### src/rtl/tmsb_pkg.sv
package tmsb_pkg;

	localparam int SlotCount  = 11;
	localparam int GroupCount = 5;
	localparam int SlotW      = 4;
	localparam int TickW      = 4;
	localparam int CntW       = 4;
	localparam int GroupW     = 3;

	localparam logic [TickW-1:0] TickPeriod = 4'd10;

	// schedule table, one entry per slot
	localparam logic [2:0] SlotDiv [SlotCount] = '{
		3'd1, 3'd1, 3'd1, 3'd5, 3'd5, 3'd2, 3'd2, 3'd5, 3'd2, 3'd2, 3'd2
	};
	localparam logic [TickW-1:0] SlotPhase [SlotCount] = '{
		4'd0, 4'd0, 4'd0, 4'd0, 4'd2, 4'd0, 4'd1, 4'd1, 4'd1, 4'd0, 4'd1
	};

	// watched groups: trigger, mode, switches, keys, buttons
	typedef enum logic [GroupW-1:0] {
		GRP_TRIGGER,
		GRP_MODE,
		GRP_SWITCH,
		GRP_KEYS,
		GRP_BUTTONS
	} grp_t;

	// the one slot that each group forces
	localparam logic [SlotW-1:0] GroupSlot [GroupCount] = '{
		4'd4, 4'd3, 4'd7, 4'd8, 4'd10
	};

	typedef struct packed {
		logic [7:0]  trigger_mode_code;
		logic [7:0]  control_mode_code;
		logic [7:0]  chassis_mode_code;
		logic [15:0] switches;
		logic [15:0] key_bits;
		logic [23:0] buttons;
	} watch_t;

	// tick modulo a divider of 1, 2 or 5, for tick below twice the divider
	function automatic logic [TickW-1:0] tick_mod(input logic [TickW-1:0] tick,
		input logic [2:0] div);
		logic [TickW-1:0] r;
		case (div)
			3'd1: r = '0;
			3'd2: r = {{(TickW-1){1'b0}}, tick[0]};
			3'd5: r = (tick >= 4'd5) ? tick - 4'd5 : tick;
			default: r = tick;
		endcase
		return r;
	endfunction

endpackage

### src/rtl/tick_message_scheduler_burst_core.sv
// When a tick is taken its slots to send (five to ten) are registered in the pending mask,
// and each then moves in turn into the output register whenever that register is empty
// or being taken; the next tick is taken in the cycle its predecessor's last slot moves
// into the output register, so ticks follow back to back while the output does not stall.
// Reset: arst_n clears tick phase, stored values and burst counters, empties the
// queue, and sets the burst count register to 5.
module tick_message_scheduler_burst_core import tmsb_pkg::*; (
	input  logic        clk,
	input  logic        arst_n,
	input  logic        cfg_we,
	input  logic [3:0]  cfg_wdata,
	input  logic        s_tvalid,
	output logic        s_tready,
	// trigger_mode_code[7:0], control_mode_code[15:8], chassis_mode_code[23:16],
	// switch_left[31:24], switch_right[39:32], key_bits[55:40], button_left[63:56],
	// button_right[71:64], button_middle[79:72], accept_mask[90:80], zero[95:91]
	input  logic [95:0] s_tdata,
	output logic        m_tvalid,
	input  logic        m_tready,
	// slot_index[3:0], zero[7:4]
	output logic [7:0]  m_tdata,
	// forced_send[0]
	output logic        m_tuser,
	output logic        m_tlast
);

	logic [CntW-1:0]      burst_cfg_q;
	logic [TickW-1:0]     tick_q;
	watch_t               prev_q;
	logic [CntW-1:0]      cnt_q [GroupCount];

	logic [SlotCount-1:0] pend_mask_q;
	logic [SlotCount-1:0] pend_force_q;

	logic                 out_valid_q;
	logic [SlotW-1:0]     out_slot_q;
	logic                 out_force_q;
	logic                 out_last_q;

	watch_t               cur;
	logic [SlotCount-1:0] accept_mask;
	logic [GroupCount-1:0] chg;
	logic [CntW-1:0]      cnt_ld [GroupCount];
	logic [CntW-1:0]      cnt_nx [GroupCount];
	logic [SlotCount-1:0] due_mask;
	logic [SlotCount-1:0] force_mask;
	logic [SlotCount-1:0] emit_mask;
	logic [TickW-1:0]     tick_inc;
	logic [TickW-1:0]     tick_nx;

	logic                 drain;
	logic [SlotW-1:0]     pick;
	logic [SlotCount-1:0] pend_rest;
	logic                 s_accept;

	assign cur.trigger_mode_code = s_tdata[7:0];
	assign cur.control_mode_code = s_tdata[15:8];
	assign cur.chassis_mode_code = s_tdata[23:16];
	assign cur.switches          = s_tdata[39:24];
	assign cur.key_bits          = s_tdata[55:40];
	assign cur.buttons           = s_tdata[79:56];
	assign accept_mask           = s_tdata[90:80];

	assign chg[GRP_TRIGGER] = cur.trigger_mode_code != prev_q.trigger_mode_code;
	assign chg[GRP_MODE]    = (cur.control_mode_code != prev_q.control_mode_code) ||
	                          (cur.chassis_mode_code != prev_q.chassis_mode_code);
	assign chg[GRP_SWITCH]  = cur.switches != prev_q.switches;
	assign chg[GRP_KEYS]    = cur.key_bits != prev_q.key_bits;
	assign chg[GRP_BUTTONS] = cur.buttons != prev_q.buttons;

	always_comb begin
		for (int i = 0; i < SlotCount; i++) begin
			due_mask[i] = tick_mod(tick_q, SlotDiv[i]) == SlotPhase[i];
		end
		force_mask = '0;
		for (int g = 0; g < GroupCount; g++) begin
			cnt_ld[g] = chg[g] ? burst_cfg_q : cnt_q[g];
			force_mask[GroupSlot[g]] = cnt_ld[g] != '0;
			// a forced slot is always emitted; drop one count when the transmitter takes it
			cnt_nx[g] = cnt_ld[g];
			if (force_mask[GroupSlot[g]] && accept_mask[GroupSlot[g]]) begin
				cnt_nx[g] = cnt_ld[g] - 4'd1;
			end
		end
		emit_mask = due_mask | force_mask;
	end

	assign tick_inc = tick_q + 4'd1;
	assign tick_nx  = (tick_inc >= TickPeriod) ? '0 : tick_inc;

	// lowest pending slot goes out first
	always_comb begin
		pick = '0;
		for (int i = SlotCount - 1; i >= 0; i--) begin
			if (pend_mask_q[i]) begin
				pick = SlotW'(i);
			end
		end
		pend_rest = pend_mask_q;
		pend_rest[pick] = 1'b0;
	end

	assign drain    = (pend_mask_q != '0) && (!out_valid_q || m_tready);
	assign s_tready = (pend_mask_q == '0) || (drain && (pend_rest == '0));
	assign s_accept = s_tvalid && s_tready;

	always_ff @(posedge clk or negedge arst_n) begin
		if (!arst_n) begin
			burst_cfg_q <= 4'd5;
		end else if (cfg_we) begin
			burst_cfg_q <= cfg_wdata;
		end
	end

	always_ff @(posedge clk or negedge arst_n) begin
		if (!arst_n) begin
			tick_q <= '0;
			prev_q <= '0;
			for (int g = 0; g < GroupCount; g++) begin
				cnt_q[g] <= '0;
			end
		end else if (s_accept) begin
			tick_q <= tick_nx;
			prev_q <= cur;
			for (int g = 0; g < GroupCount; g++) begin
				cnt_q[g] <= cnt_nx[g];
			end
		end
	end

	always_ff @(posedge clk or negedge arst_n) begin
		if (!arst_n) begin
			pend_mask_q  <= '0;
			pend_force_q <= '0;
		end else if (s_accept) begin
			pend_mask_q  <= emit_mask;
			pend_force_q <= force_mask;
		end else if (drain) begin
			pend_mask_q <= pend_rest;
		end
	end

	always_ff @(posedge clk or negedge arst_n) begin
		if (!arst_n) begin
			out_valid_q <= 1'b0;
			out_slot_q  <= '0;
			out_force_q <= 1'b0;
			out_last_q  <= 1'b0;
		end else if (drain) begin
			out_valid_q <= 1'b1;
			out_slot_q  <= pick;
			out_force_q <= pend_force_q[pick];
			out_last_q  <= pend_rest == '0;
		end else if (m_tready) begin
			out_valid_q <= 1'b0;
		end
	end

	assign m_tvalid = out_valid_q;
	assign m_tdata  = {4'b0, out_slot_q};
	assign m_tuser  = out_force_q;
	assign m_tlast  = out_last_q;

endmodule

### config.mk
export PLATFORM = sky130hd
export DESIGN_NAME = tick_message_scheduler_burst_core
export DESIGN_NICKNAME = d
export VERILOG_FILES = /design/src/rtl/tmsb_pkg.sv /design/src/rtl/tick_message_scheduler_burst_core.sv
export SDC_FILE = /design/constraint.sdc
export NUM_CORES = 1
export LEC_CHECK = 0
export ABC_AREA = 1
export BUFFER_PORTS_ARGS = -buffer_cell sky130_fd_sc_hd__buf_2
export CAP_MARGIN = 20
export CORE_MARGIN = 4
export CORE_UTILIZATION = 50
export CTS_BUF_LIST = sky130_fd_sc_hd__clkbuf_8
export CTS_CLUSTER_SIZE = 8
export DETAILED_ROUTE_END_ITERATION = 10
export PLACE_DENSITY = 0.68
export SKIP_LAST_GASP = 1
export SYNTH_ARGS = -nofsm -noshare
export SYNTH_HDL_FRONTEND = slang
export SYNTH_SLANG_ARGS = --single-unit
### constraint.sdc
create_clock -name clk -period 3.1 [get_ports clk]
set_input_delay 0.93 -clock clk [delete_from_list [all_inputs] [get_ports clk]]
set_output_delay 0.93 -clock clk [all_outputs]
set_load 0.05 [all_outputs]
==> impl.org <==
** Clock network
- CTS tree :: built
- Clk pin slew, worst setup/hold paths :: 0.07 ns
- The tree is rooted in a sky130_fd_sc_hd__clkbuf_8.
- The clock reaches the later pin of the worst-skew pair after roughly 0.45 ns.
- The H-tree generated during clock tree synthesis spans 4 levels.
- Clock sink count :: 131
- Clock buffers created by TritonCTS :: 17
- No sink is reached through more buffers than the 2 on the longest clock path.

** Cells and area
- Number of diodes :: 0
- Fillers :: 1269
- Fin area :: 0.00863 sq mm
- Area growth from synthesis to layout :: 20.2%
- Fraction of layout cells with a size suffix above 1 :: 0.192
- Final-stage net count :: 1191

** Floorplan
- Measured along the y axis, the die boundary spans 128 um.
- For this configuration, the core starts out at a cell density of 0.513.
- Die area :: about 0.016 sq mm
- FP Rows :: 43
- The region available for standard cell placement spans 0.0140 sq mm.
- I/O pin cnt :: approximately 120
- The floorplan step set the die width to 128 um.

** Place
- Detailed placer's ending HPWL :: 11000 um
- The count of buffers added on input and output ports is 101.
- Cell Area, Placed :: 0.00802 sq mm
- At the end of routability-driven placement, the weighted congestion stood at approximately 0.88.

** STA
- In the finished design, the share of the clock period the worst path needs comes to 1.02.
- Setup violations remaining at the end of the flow were counted as 1.
- Fin Clk Skew :: 0.0152 ns
- Upper clock frequency limit :: approximately 0.32 GHz
- Pins over their slew limit :: 0
- The number of hold-slack violations in the final timing report is 0.
- Across all setup checks in the final design, the least slack found is -0.0670 ns.
- Hold_ws :: 0.418 ns
- Counting I/O delays and the setup requirement, the final critical path takes between 3 and 4 ns.
- Setup repair after global routing could not meet its margin everywhere.

** Worst setup path
- In this run the worst path has a maximum fanout of 4.
- Arrival time of the worst setup path :: 2.24 ns
- At the worst endpoint, the required time is 2.17 ns.
- Endpoint class of the critical path :: output pin
- STA classifies the critical path startpoint as a register.
- Worst R2R Path Depth :: 18
- WS Path Type :: register to output pin

** Drt
- Number of detailed-route iterations in the first pass :: 4
- DRC violations left :: 0
- In this run, the number of DRC markers left after iteration 0 of detailed routing was 218.
- Via-to-Cell Ratio :: around 4.8
- Detailed-route wire length per cell :: 12.2 um
- For this block, the routed nets add up to 15500 um of wire.
- Via count of the routed design :: roughly 6200
- The count of nets left with antenna violations once routing finished came out at 0.

** Logic synthesis
- Counting flops with an async set or reset pin after synthesis yields a share of 1.00.
- Number of standard cells after synthesis :: approximately 940
- Counting flops and latches in the post-synthesis netlist gives 131.
- Synth Area per Inst :: 7.65 sq um
- Synth Flop Type :: sky130_fd_sc_hd__dfrtp_1
- The synthesized design contains 0 enable-type register cells.
- In this run the cell area of the synthesized design comes to 0.00718 sq mm.
- Syn. warnings :: 0
- Share of the yosys chip area belonging to registers :: 0.457
- Count of different cell masters after synthesis :: 35

** GRT
- Tot GR Track Use :: 0.202
- Antenna violations before repair :: 0
- Number of global-route vias before repair :: 5850
- Entering global routing, the biggest net connects 66 pins.
- The first global-routing pass estimated approximately 27000 um of wire.
- Aggregate global routing overflow :: 0

** Hold path
- The tightest min-delay check is of the input pin to async pin type.

** Run status
- The checks that failed: setup timing.
- The flow ran to the end, but the final reports show violations.

** Power and ir drop
- Across the VDD grid, the largest voltage drop is 0.375 mV.
- In this run the static leakage power is roughly 4.6 nW.
- Cell area power density :: 889 mW/mm^2

** Flow run
- Across the run, the number of max-cap violations was 0.
[flip-flops by register name, summed over array words and instances, names as in the netlist, 4 cells and up]
register	cells
pend_force_q	5
burst_cfg_q	4
prev_q	80
out_slot_q	4
tick_q	4
pend_mask_q	11
cnt_q	20
[logic make-up (layout without fill, tap and decap cells)]
kind of cell             count (synthesis)  count (layout)  synth area share
other                                    1               4          0.000522
flip-flops                             131             131             0.457
XOR/XNOR                                90              90             0.110
AO/OA/AOI/OAI                           71              71            0.0519
AND/OR/NAND/NOR                        551             551             0.312
buffers and inverters                   87             236            0.0544
adder cells (fa/ha/maj)                  8               8            0.0139
[repair_timing]
action                                  in CTS  in global routing
hold buffers                                 0                  0
pin swaps                                    9                  8
gates resized for setup                     12                  5
endpoints found under the setup margin       1                  1
setup buffers                               12                  3
[cells in the mapped netlist (all sizes together), types with 2 or more instances]
library cell,instances,area share
or2,4,0.0035
nand3b,2,0.0021
nor3,5,0.0042
o21ai,58,0.041
xnor2,63,0.077
nand2,446,0.24
xor2,27,0.033
inv,57,0.030
nand4,19,0.017
nor2,35,0.020
dfrtp,129,0.45
buf,21,0.020
a21oi,8,0.0061
a31oi,2,0.0017
nand2b,2,0.0017
o211ai,2,0.0021
ha,8,0.014
dfstp,2,0.0073
nand3,37,0.026
clkbuf,9,0.0047
[metrics by stage]
step | power, W | setup TNS, ns | instances | util | setup slack [ns]
after floorplan | 0.00521 | 0 | 942 | - | 0.364
after global routing | 0.00837 | -0.229 | 1271 | 0.617 | -0.229
after CTS | 0.00769 | -0.0763 | 1268 | 0.614 | -0.0763
after detailed placement | 0.00595 | 0 | 1224 | 0.574 | 0.0206
after global placement | 0.00585 | 0 | 1224 | 0.574 | 0.0361
final | 0.00767 | -0.0670 | 1271 | 0.617 | -0.0670
[metal layers]
layer	wire [um]	up-vias	global-route usage
met1	7280	2830	0.269
met5	0	-	0
li1	-	3209	-
met2	7220	102	0.323
met4	231	0	0.0693
met3	754	16	0.0504
[placed cells by master (no fill, tap or decap), drive strengths merged, types with 3 or more instances in the layout]
master and count:
inv 59, xor2 27, clkbuf 21, conb 4, nor3 5, ha 8, o21ai 58, xnor2 63
nand2 446, nand3 37, bufinv 3, clkinv 5, or2 4, nand4 19, dfrtp 129, nor2 35
a21oi 8, buf 147
[path summary, 6_finish.rpt]
kind / from / end / slack [ns]
hold reg to reg: cnt_q[16] / cnt_q[16] / 0.47
hold / removal: arst_n / prev_q[33] / 0.42
max in group asynchronous: arst_n / burst_cfg_q[2] / 2.02
setup / recovery: pend_mask_q[7] / s_tready / -0.07
setup reg to reg: pend_mask_q[7] / cnt_q[3] / 0.40
min in group clk: cnt_q[16] / cnt_q[16] / 0.47
[report_power, final]
part	leakage [nW]	switching [W]	total (W)	internal (W)
combinational	2.75	0.00187	0.00320	0.00132
sequential	1.64	0.000486	0.00295	0.00246
clock	0.224	0.000655	0.00153	0.000871
[critical path: stages (launching register included)]
cell and delay [ns]:
sky130_fd_sc_hd__dfrtp_1 0.42, sky130_fd_sc_hd__nor2_2 0.15, sky130_fd_sc_hd__nand2_2 0.12, sky130_fd_sc_hd__buf_4 0.16, sky130_fd_sc_hd__nor2_2 0.16, sky130_fd_sc_hd__nand3_1 0.09
sky130_fd_sc_hd__nand2_1 0.08, sky130_fd_sc_hd__inv_1 0.06, sky130_fd_sc_hd__nor2_1 0.08, sky130_fd_sc_hd__nand2_1 0.07, sky130_fd_sc_hd__nor2_2 0.10, sky130_fd_sc_hd__nand2_2 0.09
sky130_fd_sc_hd__nand2_4 0.08, sky130_fd_sc_hd__buf_8 0.14
[cell type report]
cell class	instances	area, sq um	area share
Inverter	57	216	0.0251
Sequential cell	131	3280	0.380
Clock inverter	11	134	0.0155
Clock buffer	21	289	0.0335
Timing Repair Buffer	147	905	0.105
Tap cell	180	225	0.0261
Multi-Input combinational cell	724	3580	0.415
Note: power is estimated with default switching activity, not from simulation.
